===== src/sv/apc_pkg.sv =====
`timescale 1ns / 1ps

package apc_pkg;

  localparam int MAX_STAGES       = 16;
  localparam int SINE_TABLE_DEPTH = 256;

  localparam int SMP_W      = 24;
  localparam int STEP_W     = 32;
  localparam int DEPTH_W    = 15;
  localparam int WET_W      = 16;
  localparam int STAGES_W   = 5;
  localparam int CFG_IDX_W  = 8;
  localparam int CFG_DATA_W = 32;

  localparam int STG_IDX_W = (MAX_STAGES > 1) ? $clog2(MAX_STAGES) : 1;
  localparam int STG_CNT_W = STG_IDX_W + 1;

  localparam int TAB_IDX_W = $clog2(SINE_TABLE_DEPTH);
  localparam int TAB_AW    = TAB_IDX_W + 1;
  localparam int SINE_W    = 15;

  // shared multiplier operand and product widths
  localparam int MUL_A_W = 17;
  localparam int MUL_B_W = 25;
  localparam int MUL_P_W = MUL_A_W + MUL_B_W;
  localparam int RND_W   = MUL_P_W - 15;
  localparam int SUM_W   = 29;
  localparam int COEF_W  = 16;

  localparam logic [STEP_W-1:0]   RST_LFO_STEP = 32'd134218;
  localparam logic [DEPTH_W-1:0]  RST_DEPTH    = 15'd3277;
  localparam logic [WET_W-1:0]    RST_WET_GAIN = 16'd16384;
  localparam logic [STAGES_W-1:0] RST_STAGES   = 5'd15;

  localparam logic [63:0] HALF_PI_Q30 = 64'd1686629713;

  typedef enum logic [CFG_IDX_W-1:0] {
    CFG_LFO_STEP      = 8'd0,
    CFG_DEPTH         = 8'd1,
    CFG_WET_GAIN      = 8'd2,
    CFG_STAGES_IN_USE = 8'd3
  } cfg_idx_e;

  typedef enum logic [2:0] {
    ST_IDLE,
    ST_GMUL,
    ST_GRND,
    ST_SMUL,
    ST_SADD,
    ST_WMUL,
    ST_DONE
  } seq_state_e;

  typedef enum logic [1:0] {
    MUL_DEPTH,
    MUL_STAGE,
    MUL_WET
  } mul_sel_e;

  typedef struct packed {
    logic                 mul_en;
    mul_sel_e             mul_sel;
    logic                 g_load;
    logic                 stage_wr;
    logic                 out_load;
    logic [STG_IDX_W-1:0] stage_idx;
  } apc_ctl_t;

  typedef logic [SINE_W-1:0] sine_tab_t [SINE_TABLE_DEPTH+1];

  function automatic logic [63:0] taylor_next(logic [63:0] term, logic [63:0] x);
    logic [63:0] t;
    t = (term * x) >> 30;
    t = (t * x) >> 30;
    return t;
  endfunction

  // quarter-wave entry k, Q30 taylor series with truncated products
  function automatic logic [SINE_W-1:0] quarter_sine(int unsigned k);
    logic [63:0] x;
    logic [63:0] term;
    longint      sum;
    logic [63:0] e;
    x    = (HALF_PI_Q30 * 64'(k)) / SINE_TABLE_DEPTH;
    term = x;
    sum  = longint'(x);
    term = taylor_next(term, x) / 6;
    sum  = sum - longint'(term);
    term = taylor_next(term, x) / 20;
    sum  = sum + longint'(term);
    term = taylor_next(term, x) / 42;
    sum  = sum - longint'(term);
    term = taylor_next(term, x) / 72;
    sum  = sum + longint'(term);
    term = taylor_next(term, x) / 110;
    sum  = sum - longint'(term);
    term = taylor_next(term, x) / 156;
    sum  = sum + longint'(term);
    if (sum < 0) sum = 0;
    e = (64'(sum) + 64'd16384) >> 15;
    if (e > 64'd32767) e = 64'd32767;
    return e[SINE_W-1:0];
  endfunction

  function automatic sine_tab_t build_sine_tab();
    sine_tab_t t;
    for (int k = 0; k <= SINE_TABLE_DEPTH; k++) begin
      t[k] = quarter_sine(k);
    end
    return t;
  endfunction

  localparam sine_tab_t SINE_TAB = build_sine_tab();

  function automatic logic signed [SMP_W-1:0] sat24(logic signed [SUM_W-1:0] v);
    logic signed [SUM_W-1:0] hi;
    logic signed [SUM_W-1:0] lo;
    hi = SUM_W'(8388607);
    lo = -SUM_W'(8388608);
    if (v > hi) return SMP_W'(hi);
    if (v < lo) return SMP_W'(lo);
    return v[SMP_W-1:0];
  endfunction

endpackage


===== src/sv/apc_seq.sv =====
`timescale 1ns / 1ps

module apc_seq import apc_pkg::*; (
  input  logic                 clk_i,
  input  logic                 rst_ni,
  input  logic                 in_valid_i,
  input  logic                 out_free_i,
  input  logic [STG_CNT_W-1:0] n_stages_i,
  output logic                 in_ready_o,
  output apc_ctl_t             ctl_o
);

  seq_state_e           state_q;
  seq_state_e           state_d;
  logic [STG_IDX_W-1:0] k_q;
  logic [STG_IDX_W-1:0] k_d;
  logic                 last;

  assign last = (({1'b0, k_q} + STG_CNT_W'(1)) == n_stages_i);

  always_comb begin
    state_d = state_q;
    case (state_q)
      ST_IDLE: if (in_valid_i) state_d = ST_GMUL;
      ST_GMUL: state_d = ST_GRND;
      ST_GRND: state_d = (n_stages_i == '0) ? ST_WMUL : ST_SMUL;
      ST_SMUL: state_d = ST_SADD;
      ST_SADD: state_d = last ? ST_WMUL : ST_SMUL;
      ST_WMUL: state_d = ST_DONE;
      ST_DONE: if (out_free_i) state_d = ST_IDLE;
      default: state_d = ST_IDLE;
    endcase
  end

  always_comb begin
    in_ready_o      = 1'b0;
    ctl_o           = '0;
    ctl_o.mul_sel   = MUL_DEPTH;
    ctl_o.stage_idx = k_q;
    k_d             = k_q;
    case (state_q)
      ST_IDLE: in_ready_o = 1'b1;
      ST_GMUL: ctl_o.mul_en = 1'b1;
      ST_GRND: begin
        ctl_o.g_load = 1'b1;
        k_d          = '0;
      end
      ST_SMUL: begin
        ctl_o.mul_en  = 1'b1;
        ctl_o.mul_sel = MUL_STAGE;
      end
      ST_SADD: begin
        ctl_o.stage_wr = 1'b1;
        k_d            = k_q + STG_IDX_W'(1);
      end
      ST_WMUL: begin
        ctl_o.mul_en  = 1'b1;
        ctl_o.mul_sel = MUL_WET;
      end
      ST_DONE: ctl_o.out_load = out_free_i;
      default: ;
    endcase
  end

  always_ff @(posedge clk_i or negedge rst_ni) begin
    if (!rst_ni) begin
      state_q <= ST_IDLE;
      k_q     <= '0;
    end else begin
      state_q <= state_d;
      k_q     <= k_d;
    end
  end

endmodule


===== config.mk =====
export PLATFORM = sky130hd
export DESIGN_NAME = apc_seq
export DESIGN_NICKNAME = d
export VERILOG_FILES = /design/src/sv/apc_pkg.sv /design/src/sv/apc_seq.sv
export SDC_FILE = /design/constraint.sdc
export NUM_CORES = 1
export LEC_CHECK = 0
export ABC_AREA = 1
export ABC_CLOCK_PERIOD_IN_PS = 2700
export BUFFER_PORTS_ARGS = -buffer_cell sky130_fd_sc_hd__buf_2
export CORE_MARGIN = 10
export CORE_UTILIZATION = 35
export DETAILED_ROUTE_END_ITERATION = 10
export PLACE_DENSITY_LB_ADDON = 0.15
export SYNTH_ARGS = -nofsm -noshare
export SYNTH_HDL_FRONTEND = slang
export SYNTH_SLANG_ARGS = --single-unit

===== constraint.sdc =====
create_clock -name clk_i -period 2.7 [get_ports clk_i]
set_input_delay 0.135 -clock clk_i [delete_from_list [all_inputs] [get_ports clk_i]]
set_output_delay 0.135 -clock clk_i [all_outputs]
set_load 0.005 [all_outputs]

==> impl_metrics.py <==
metrics = {
    "die": {
        "die_w_um": 59.6,
        "core_um2": 1490,
        "die-area_um2": 3550,
        "rows": 14,
        "dieHeight_um": 59.6,
        "ios": 20,
        "start_util_pct": 36.9,
    },
    "synthesis": {
        "syn_area_um2": 549,
        "yosysSeqAreaShare_pct": 31.9,
        "syn_nets": 87,
        "ys_ff_latch": 7,
        "synth_area_per_cell_um2": 7.13,
        "yosysWarnings": 0,
        "synth_top_area_share_pct": 31.9,
        "yosys-top-cells-area": "dfrtp_1, nand2_1, nand3_1",
        "synth_largest_area_cell": "dfrtp_1",
        "synth_cell_types": 21,
        "netlist_instances": 77,
    },
    "global_routing": {
        "grt_overflow": 0,
        "grt_max_degree": 8,
        "grt_pass1_vias": 553,
        "track_usage_pct": 8.65,
        "antenna_found_initial": 0,
        "grt_pass1_wl_um": 2440,
    },
    "clocking": {
        "htreeDepth": 1,
        "cts-root-buf": "clkbuf_4",
        "cts.sinks": 7,
        "clockBufferDepth": 2,
        "clk_latency_ps": 240,
        "tritoncts": "yes",
        "clk_pin_slew_ps": 50,
        "cts_buffers": 3,
        "post_cts_resized": 0,
    },
    "worst_setup_path": {
        "cp.arrival_ps": 1560,
        "r2r_start": "k_q[0]",
        "endpoint_kind": "register",
        "worst_setup_path_start_kind": "register",
        "critPathRequiredTime_ps": 2830,
        "cp_max_fo": 6,
        "cp-startpoint": "k_q[0]",
        "crit_type": "reg -> reg",
    },
    "timing": {
        "finalSetupTns_ps": 0,
        "finalMaxSlewViolations": 0,
        "worst_pin_slew_ps": 274,
        "slew_headroom_pct": 81.7,
        "period_share_pct": 53.0,
        "clock_skew_ps": 3.44,
        "final-hold-violation-count": 0,
        "finalHoldWorstSlack_ps": 212,
        "period_needed_ps": 1430,
        "fmax_ghz": 0.699,
        "grt_setup_unrepaired": "no",
        "setup_viol": 0,
    },
    "power_and_ir_drop": {
        "cellPowerDensity_nw_per_um2": 892,
        "ir_worst_vdd_v": 0.000450,
        "leakagePower_nw": 0.388,
        "total_power_uw": 625,
    },
    "drt": {
        "drtIter0Drc": 6,
        "wirelength_um": 1420,
        "vias": 575,
        "drc": 0,
        "final_antenna_net_count": 0,
        "wire_per_inst_um": 12.2,
        "first_pass_iters": 3,
        "vias_per_cell": 4.91,
    },
    "run": {
        "max_cap_viol_count": 0,
    },
    "final_layout": {
        "syn_to_final_growth_pct": 27.6,
        "final_layout_size_suffix_gt1_share_pct": 38.6,
        "final_nets": 112,
        "final_cell_mix": "buf_2, nand2_1, inv_1, nand3_1, dfrtp_1",
        "stdcell_area_um2": 701,
        "final_common_cell": "buf_2",
        "antennaDiodeCount": 0,
    },
    "hold_path": {
        "min_from": "in_valid_i",
        "hold_path_class": "in -> reg",
    },
    "status": {
        "outcome": "completed",
    },
    "placement": {
        "place_area_um2": 664,
        "io_buffers": 19,
        "place_congestion": 0.830,
        "dp_hpwl_um": 1230,
    },
}
## layer usage
metal  share of wire [%]  track usage [%]
met1                  46             10.7
met2                  47             13.1
met3                 6.0             2.36
met4                0.63             4.81
met5                   0                0
## where the power goes
part           switching, mW  leakage (nW)  total, mW  internal (mW)
registers             0.0608        0.0922      0.204          0.143
logic                  0.194         0.281      0.329          0.135
clock network         0.0358        0.0150     0.0920         0.0562
total                  0.291         0.388      0.625          0.334
## final cells by class
class | instances | area, µm²
clock buffers | 4 | 26.3
fillers | 157 | 788
inverters | 17 | 63.8
multi-input cells | 53 | 310
flip-flops and latches | 7 | 175
well taps | 16 | 20.0
repair buffers | 20 | 105
## logic make-up after synthesis
logic type	Yosys count	synth area share (%)
compound gates	8	9.57
fa+ha+maj	1	2.28
buf+inv	17	11.6
flops	7	31.9
simple gates	44	44.6
## synthesized netlist by cell type
cell	number
o21ai_1	2
a21oi_1	1
nor4_1	1
inv_1	12
nand2_1	16
nor2_2	1
inv_2	5
o22ai_2	1
o21ai_0	1
ha_1	1
a21boi_1	1
nor2_1	3
o22ai_1	1
a31oi_1	1
nand2_2	4
dfrtp_1	7
nand3_1	9
nor3_4	1
nor3_2	2
nand4_1	4
nand3_2	3
## sequential cells by signal, indices dropped and copies added (netlist names)
name,cells
k_q,4
state_q,3
## what timing repair did
| action | CTS | global route |
|---|---|---|
| buffers inserted | 0 | 0 |
| hold buffers | 1 | 0 |
| endpoints found under the hold margin | 7 | 0 |
## per-stage QoR
stage,util (%),setup slack [ps],instances
floorplan,-,1360,77
global placement,44.6,1330,112
detailed placement,44.6,1260,112
CTS,47.1,1260,117
global route,47.1,1080,117
finish,47.1,1270,117
## critical path, stage by stage, from the launching register on
cell	delay, ps
dfrtp_1	430
ha_1	330
inv_1	80
nand2_1	50
nand2_1	60
nand3_2	70
nor2_2	130
nand2_1	60
nand2_1	50
nand3_1	60
## worst paths after layout
check | endpoint | slack (ps) | cells past startpoint
min in group asynchronous | state_q[2] | 250 | 2
worst min-delay path | state_q[0] | 210 | 3
worst max-delay path | state_q[1] | 1270 | 9
worst max register to register | state_q[1] | 1270 | 9
max in group asynchronous | k_q[0] | 2290 | 2
worst min register to register | k_q[1] | 610 | 2
Note: power is estimated with default switching activity, not from simulation.
