File: src/sv/apc_pkg.sv
`timescale 1ns / 1ps

package apc_pkg;

  localparam int MAX_STAGES       = 16;
  localparam int SINE_TABLE_DEPTH = 256;

  localparam int SMP_W      = 24;
  localparam int STEP_W     = 32;
  localparam int DEPTH_W    = 15;
  localparam int WET_W      = 16;
  localparam int STAGES_W   = 5;
  localparam int CFG_IDX_W  = 8;
  localparam int CFG_DATA_W = 32;

  localparam int STG_IDX_W = (MAX_STAGES > 1) ? $clog2(MAX_STAGES) : 1;
  localparam int STG_CNT_W = STG_IDX_W + 1;

  localparam int TAB_IDX_W = $clog2(SINE_TABLE_DEPTH);
  localparam int TAB_AW    = TAB_IDX_W + 1;
  localparam int SINE_W    = 15;

  // shared multiplier operand and product widths
  localparam int MUL_A_W = 17;
  localparam int MUL_B_W = 25;
  localparam int MUL_P_W = MUL_A_W + MUL_B_W;
  localparam int RND_W   = MUL_P_W - 15;
  localparam int SUM_W   = 29;
  localparam int COEF_W  = 16;

  localparam logic [STEP_W-1:0]   RST_LFO_STEP = 32'd134218;
  localparam logic [DEPTH_W-1:0]  RST_DEPTH    = 15'd3277;
  localparam logic [WET_W-1:0]    RST_WET_GAIN = 16'd16384;
  localparam logic [STAGES_W-1:0] RST_STAGES   = 5'd15;

  localparam logic [63:0] HALF_PI_Q30 = 64'd1686629713;

  typedef enum logic [CFG_IDX_W-1:0] {
    CFG_LFO_STEP      = 8'd0,
    CFG_DEPTH         = 8'd1,
    CFG_WET_GAIN      = 8'd2,
    CFG_STAGES_IN_USE = 8'd3
  } cfg_idx_e;

  typedef enum logic [2:0] {
    ST_IDLE,
    ST_GMUL,
    ST_GRND,
    ST_SMUL,
    ST_SADD,
    ST_WMUL,
    ST_DONE
  } seq_state_e;

  typedef enum logic [1:0] {
    MUL_DEPTH,
    MUL_STAGE,
    MUL_WET
  } mul_sel_e;

  typedef struct packed {
    logic                 mul_en;
    mul_sel_e             mul_sel;
    logic                 g_load;
    logic                 stage_wr;
    logic                 out_load;
    logic [STG_IDX_W-1:0] stage_idx;
  } apc_ctl_t;

  typedef logic [SINE_W-1:0] sine_tab_t [SINE_TABLE_DEPTH+1];

  function automatic logic [63:0] taylor_next(logic [63:0] term, logic [63:0] x);
    logic [63:0] t;
    t = (term * x) >> 30;
    t = (t * x) >> 30;
    return t;
  endfunction

  // quarter-wave entry k, Q30 taylor series with truncated products
  function automatic logic [SINE_W-1:0] quarter_sine(int unsigned k);
    logic [63:0] x;
    logic [63:0] term;
    longint      sum;
    logic [63:0] e;
    x    = (HALF_PI_Q30 * 64'(k)) / SINE_TABLE_DEPTH;
    term = x;
    sum  = longint'(x);
    term = taylor_next(term, x) / 6;
    sum  = sum - longint'(term);
    term = taylor_next(term, x) / 20;
    sum  = sum + longint'(term);
    term = taylor_next(term, x) / 42;
    sum  = sum - longint'(term);
    term = taylor_next(term, x) / 72;
    sum  = sum + longint'(term);
    term = taylor_next(term, x) / 110;
    sum  = sum - longint'(term);
    term = taylor_next(term, x) / 156;
    sum  = sum + longint'(term);
    if (sum < 0) sum = 0;
    e = (64'(sum) + 64'd16384) >> 15;
    if (e > 64'd32767) e = 64'd32767;
    return e[SINE_W-1:0];
  endfunction

  function automatic sine_tab_t build_sine_tab();
    sine_tab_t t;
    for (int k = 0; k <= SINE_TABLE_DEPTH; k++) begin
      t[k] = quarter_sine(k);
    end
    return t;
  endfunction

  localparam sine_tab_t SINE_TAB = build_sine_tab();

  function automatic logic signed [SMP_W-1:0] sat24(logic signed [SUM_W-1:0] v);
    logic signed [SUM_W-1:0] hi;
    logic signed [SUM_W-1:0] lo;
    hi = SUM_W'(8388607);
    lo = -SUM_W'(8388608);
    if (v > hi) return SMP_W'(hi);
    if (v < lo) return SMP_W'(lo);
    return v[SMP_W-1:0];
  endfunction

endpackage

File: src/sv/apc_mul.sv
`timescale 1ns / 1ps

module apc_mul import apc_pkg::*; (
  input  logic                      clk_i,
  input  logic                      en_i,
  input  logic signed [MUL_A_W-1:0] a_i,
  input  logic signed [MUL_B_W-1:0] b_i,
  output logic signed [MUL_P_W-1:0] p_o
);

  logic signed [MUL_P_W-1:0] p_q;

  // product holds until the next issue
  always_ff @(posedge clk_i) begin
    if (en_i) begin
      p_q <= MUL_P_W'(a_i) * MUL_P_W'(b_i);
    end
  end

  assign p_o = p_q;

endmodule

File: config.mk
export PLATFORM = sky130hd
export DESIGN_NAME = apc_mul
export DESIGN_NICKNAME = d
export VERILOG_FILES = /design/src/sv/apc_pkg.sv /design/src/sv/apc_mul.sv
export SDC_FILE = /design/constraint.sdc
export NUM_CORES = 1
export LEC_CHECK = 0
export BUFFER_PORTS_ARGS = -buffer_cell sky130_fd_sc_hd__buf_2
export CAP_MARGIN = 15
export CORE_MARGIN = 5
export CORE_UTILIZATION = 65
export DETAILED_ROUTE_END_ITERATION = 10
export PLACE_DENSITY = 0.84
export SYNTH_ARGS = -nofsm -noshare
export SYNTH_HDL_FRONTEND = slang
export SYNTH_SLANG_ARGS = --single-unit
File: constraint.sdc
create_clock -name clk_i -period 8.1 [get_ports clk_i]
set_input_delay 0.405 -clock clk_i [delete_from_list [all_inputs] [get_ports clk_i]]
set_output_delay 0.405 -clock clk_i [all_outputs]
set_load 0.005 [all_outputs]
==> impl_metrics.json, run 1 <==
{
  "ys_top_cells_by_count": "inv_1 (446), fa_1 (416), nand2_1 (237), and2_1 (188), ha_1 (101)",
  "final.setup.tns_ns": 0,
  "clockBufferDepth": 2,
  "syn2layout_area_growth_pct": 4.963,
  "grt_setup_unrepaired": "false",
  "ys_seq_area_share_pct": 7.745,
  "viasPerCell": 5.644,
  "layout-drive-gt1-share_pct": 5.974,
  "globalplace.congestion": 0.9503,
  "syn_inst": 1706,
  "setup_viol": 0,
  "ys_warn_count": 0,
  "grt_usage_pct": 29.92,
  "grt_pass1_wl_um": 66790,
  "slew_violations": 0,
  "cts_tree": "yes",
  "num_vias": 11694,
  "fillCellCount": 1836,
  "placed_cell_area_mm2": 0.01692,
  "synthArstFlopShare_pct": 0,
  "drc": 0,
  "rows": 58,
  "regArea_mm2": 0.001261,
  "grt_pass1_vias": 13507,
  "start_util_pct": 65.42,
  "ios": 86,
  "hold_path.class": "in -> reg",
  "yosysMostFrequentCell": "inv_1",
  "status": "completed",
  "numPortBuffers": 85,
  "synth_top_area_share_pct": 51.14,
  "period_minus_slack_ns": 7.073,
  "die_area_mm2": 0.02832,
  "cts.sinks": 42,
  "wl_um": 39260,
  "dr.pass1.iters": 7,
  "path_class": "in -> reg",
  "synth_area_mm2": 0.01628,
  "multi_input_area_mm2": 0.01312,
  "postSynthAreaPerCell_um2": 9.545,
  "hold_start": "b_i[0]",
  "synth_edf_count": 42,
  "worst_pin_slew_ns": 1.072,
  "fin_crit_sh_pct": 87.32,
  "numCtsBuffers": 5,
  "antenna_found_initial": 2,
  "die_h_um": 168.3,
  "grt_overflow": 0,
  "cts_setup_buffers": 0,
  "start_kind": "primary input",
  "cts.repair.resized": 0,
  "fin_area_mm2": 0.01709,
  "max_freq_mhz": 141.4,
  "dieWidth_um": 168.3,
  "slew_headroom_pct": 28.53,
  "hold_violations": 0,
  "largest_register_ffs": 42,
  "max_cap_viol_count": 0,
  "synth-main-ff-cell": "edfxtp_1",
  "cp_max_fo": 25,
  "cts_hold_buf": 0,
  "h-tree-depth": 2,
  "syn-num-nets": 2267,
  "final_nets": 2301,
  "clk_pin_slew_ns": 0.09,
  "crit_end": "p_o[40]",
  "routedWlPerCell_um": 18.95,
  "grt_max_degree": 43,
  "yosysTopAreaCell": "fa_1",
  "coreArea_mm2": 0.02489,
  "drt_iter0_markers": 712,
  "synthTopCellsByArea": "fa_1 (51%), inv_1 (10%), ha_1 (7.8%)",
  "clockRootBuffer": "clkbuf_16",
  "dp_hpwl_um": 31330,
  "critical_path_required_ns": 8.24,
  "setup.worst_path.start": "a_i[8]",
  "ys_seq_elements": 42,
  "synth.distinct_cells": 49,
  "arrival_ns": 7.21,
  "postRouteAntennaNets": 0,
  "critPathCaptureType": "flip-flop"
}
-- routing by layer --
metal	GRT usage (%)	routed length (um)	share of wire, %	vias to the layer above
met5	0	7	0.018	-
met4	16.55	2524	6.4	2
met3	3.992	2823	7.2	179
met2	52.69	20210	51	576
met1	35.56	13690	35	5925
li1	-	-	-	5012
-- kinds of logic (layout without fill, tap and decap cells) --
family,after synthesis,after routing,share of synthesized area [%]
other,0,1,0
adder cells (fa/ha/maj),517,517,58.90
AO/OA/AOI/OAI,95,95,4.142
XOR/XNOR,41,41,2.205
AND/OR/NAND/NOR,502,502,15.23
multiplexers,1,1,0.06915
buffers and inverters,508,543,11.71
flip-flops,42,42,7.745
-- final cells by class --
cell class	instances	area share, %
well taps	330	2.416
inverters	447	9.816
clock buffers	5	0.7320
multi-input cells	1156	76.74
repair buffers	88	2.621
diodes	1	0.01464
clock inverters	3	0.2855
flip-flops and latches	42	7.379
-- worst min path at each step --
stage          depth (start not counted)  slack [ns]      to
5_1_grt                                2        0.66  p_o[0]
3_5_place_dp                           1        0.80  p_o[6]
2_1_floorplan                          0        0.52  p_o[0]
3_3_place_gp                           1        0.80  p_o[5]
6_report                               2        0.65  p_o[0]
4_1_cts                                2        0.64  p_o[0]
-- metrics by stage --
| step | setup slack (ns) | std cells | hold WS (ns) | utilization, % |
|---|---|---|---|---|
| 2_1_floorplan | 1.618 | 1706 | 0.5175 | - |
| 3_3_place_gp | 0.9477 | 2063 | 0.7973 | 67.96 |
| 6_report | 1.027 | 2072 | 0.6511 | 68.67 |
| 3_5_place_dp | 0.7533 | 2063 | 0.7973 | 67.96 |
| 5_1_grt | 0.7015 | 2072 | 0.6614 | 68.67 |
| 4_1_cts | 1.048 | 2071 | 0.6404 | 68.66 |
-- cell usage in the layout, fill, tap and decap left out, drive strengths merged, types with 2 or more instances in the layout --
cell,count
a211o,2
or4,2
clkbuf,5
o2111ai,2
ha,101
o21ai,12
xnor2,31
nor2,34
buf,88
nor3,3
nor4,2
nand4,5
a31oi,4
fa,416
xor2,10
o211ai,2
nand2b,12
a21oi,22
a311oi,2
a21o,16
edfxtp,42
o21a,4
or2,2
and4,5
inv,447
nand2,237
a211oi,5
and3,4
a221oi,3
nand3,3
nor2b,4
o21bai,11
and2,188
-- worst max-delay path, stage by stage --
cell and delay (ns):
buf_2 0.49, nand2_1 0.17, fa_1 0.58, inv_1 0.06, fa_1 0.48, fa_1 0.58, fa_1 0.44, fa_1 0.49
inv_1 0.05, fa_1 0.48, inv_1 0.05, ha_1 0.35, a21o_1 0.25, a311o_1 0.37, a221oi_2 0.33, o22ai_1 0.17
nor3_2 0.31, a31oi_1 0.22, o41ai_4 0.32, or4b_1 0.49, o211ai_1 0.13
Power of run 1 is not shown: default switching activity piles up to over one toggle a cycle in this logic, so the estimate is an artifact.
==> run 2: changes to the inputs <==
--- a/config.mk
+++ b/config.mk
@@ -6,11 +6,11 @@
 export NUM_CORES = 1
 export LEC_CHECK = 0
 export BUFFER_PORTS_ARGS = -buffer_cell sky130_fd_sc_hd__buf_2
-export CAP_MARGIN = 15
+export CAP_MARGIN = 40
 export CORE_MARGIN = 5
-export CORE_UTILIZATION = 65
+export CORE_UTILIZATION = 60
 export DETAILED_ROUTE_END_ITERATION = 10
-export PLACE_DENSITY = 0.84
+export PLACE_DENSITY = 0.78
 export SYNTH_ARGS = -nofsm -noshare
 export SYNTH_HDL_FRONTEND = slang
 export SYNTH_SLANG_ARGS = --single-unit
==> impl_metrics.json, run 2 (synthesis gave the netlist of run 1 again) <==
{
  "status": "completed",
  "drt_iter0_markers": 652,
  "final_cell_mix": "inv_1 (446), fa_1 (416), nand2_1 (237), and2_1 (188), ha_1 (101)",
  "start_util_pct": 60.59,
  "start_kind": "primary input",
  "setup_ws_ns": 1.042,
  "wl_um": 38490,
  "grt_max_degree": 32,
  "coreArea_mm2": 0.02688,
  "worst_pin_slew_ns": 0.7881,
  "dr.pass1.iters": 5,
  "grt_usage_pct": 27.03,
  "dp_hpwl_um": 31100,
  "cts_setup_buffers": 0,
  "arrival_ns": 7.20,
  "cts.sinks": 42,
  "place_ws_ns": 0.7457,
  "h-tree-depth": 2,
  "globalplace.congestion": 0.9071,
  "layout_commonest_cell": "inv_1",
  "clockBufferDepth": 2,
  "met3WireLength_um": 2725,
  "cp_max_fo": 25,
  "syn2layout_area_growth_pct": 5.217,
  "hold_violations": 0,
  "viasPerCell": 5.534,
  "final.setup.tns_ns": 0,
  "hold_ws_ns": 0.5219,
  "hold_path.class": "in -> reg",
  "routedWlPerCell_um": 18.46,
  "largest_register_ffs": 42,
  "layout-drive-gt1-share_pct": 6.081,
  "critical_path_required_ns": 8.24,
  "slew_violations": 0,
  "cts.repair.resized": 0,
  "placed_cell_area_mm2": 0.01696,
  "slew_headroom_pct": 47.31,
  "route.top_layer_used": "met4",
  "clockRootBuffer": "clkbuf_16",
  "fin_crit_sh_pct": 87.14,
  "die_h_um": 174.7,
  "period_minus_slack_ns": 7.058,
  "wl_met2_um": 19780,
  "max_cap_viol_count": 0,
  "grt_overflow": 0,
  "die_area_mm2": 0.03054,
  "final_nets": 2303,
  "postRouteAntennaNets": 0,
  "met1_length_um": 14060,
  "cts_hold_buf": 0,
  "grt_setup_unrepaired": "false",
  "rows": 60,
  "grt_pass1_wl_um": 65330,
  "dieWidth_um": 174.7,
  "fin_area_mm2": 0.01713,
  "max_freq_mhz": 141.7,
  "critPathCaptureType": "flip-flop",
  "setup_viol": 0,
  "fillCellCount": 2177,
  "path_class": "in -> reg",
  "num_vias": 11538,
  "grt_pass1_vias": 13318,
  "clk_pin_slew_ns": 0.07,
  "numCtsBuffers": 5,
  "numPortBuffers": 85,
  "ios": 86,
  "cts_tree": "yes",
  "drc": 0,
  "antenna_found_initial": 1
}
run 2: cell types whose count changed in the layout (fill, tap and decap cells not counted), sizes merged:
| cell | change |
|---|---|
| buf | +2 |
run 2: stage by stage:
stage	std cells	utilization (%)
after floorplan	1706	-
after global placement	2075	63.02
after detailed placement	2076	63.10
after CTS	2084	63.74
after global routing	2085	63.75
final	2085	63.75
run 2: path summary, 6_finish.rpt:
path / cells after the start / endpoint / from / slack (ns)
hold / removal: 1 / p_o[33] / en_i / 0.52
setup / recovery: 21 / p_o[40] / a_i[2] / 1.04
run 2: layout make-up:
class / count / area [um2] / area share (%)
well taps: 341 / 426.7 / 2.490
clock inverters: 3 / 48.80 / 0.2848
multi-input cells: 1156 / 13120 / 76.55
diodes: 1 / 2.502 / 0.01460
inverters: 447 / 1678 / 9.793
repair buffers: 90 / 475.5 / 2.775
flip-flops and latches: 42 / 1261 / 7.361
clock buffers: 5 / 125.1 / 0.7302
run 2: critical path, cell delays in order:
cell	delay [ns]
buf_2	0.41
nand2_1	0.22
inv_1	0.16
fa_1	0.46
fa_1	0.58
fa_1	0.45
fa_1	0.46
fa_1	0.53
inv_1	0.05
fa_1	0.47
inv_1	0.04
ha_1	0.34
a211o_1	0.30
a311o_1	0.33
a221oi_2	0.31
o22ai_1	0.16
nor3_2	0.37
a31oi_1	0.24
o41ai_4	0.32
or4b_1	0.47
o211ai_1	0.12
run 2: routing by layer:
| layer | GRT usage (%) | up-vias |
|---|---|---|
| met5 | 0 | - |
| met4 | 11.69 | 0 |
| met3 | 4.305 | 149 |
| met2 | 48.12 | 494 |
| met1 | 32.69 | 5867 |
| li1 | - | 5028 |
Power of run 2 is left out for the same reason.
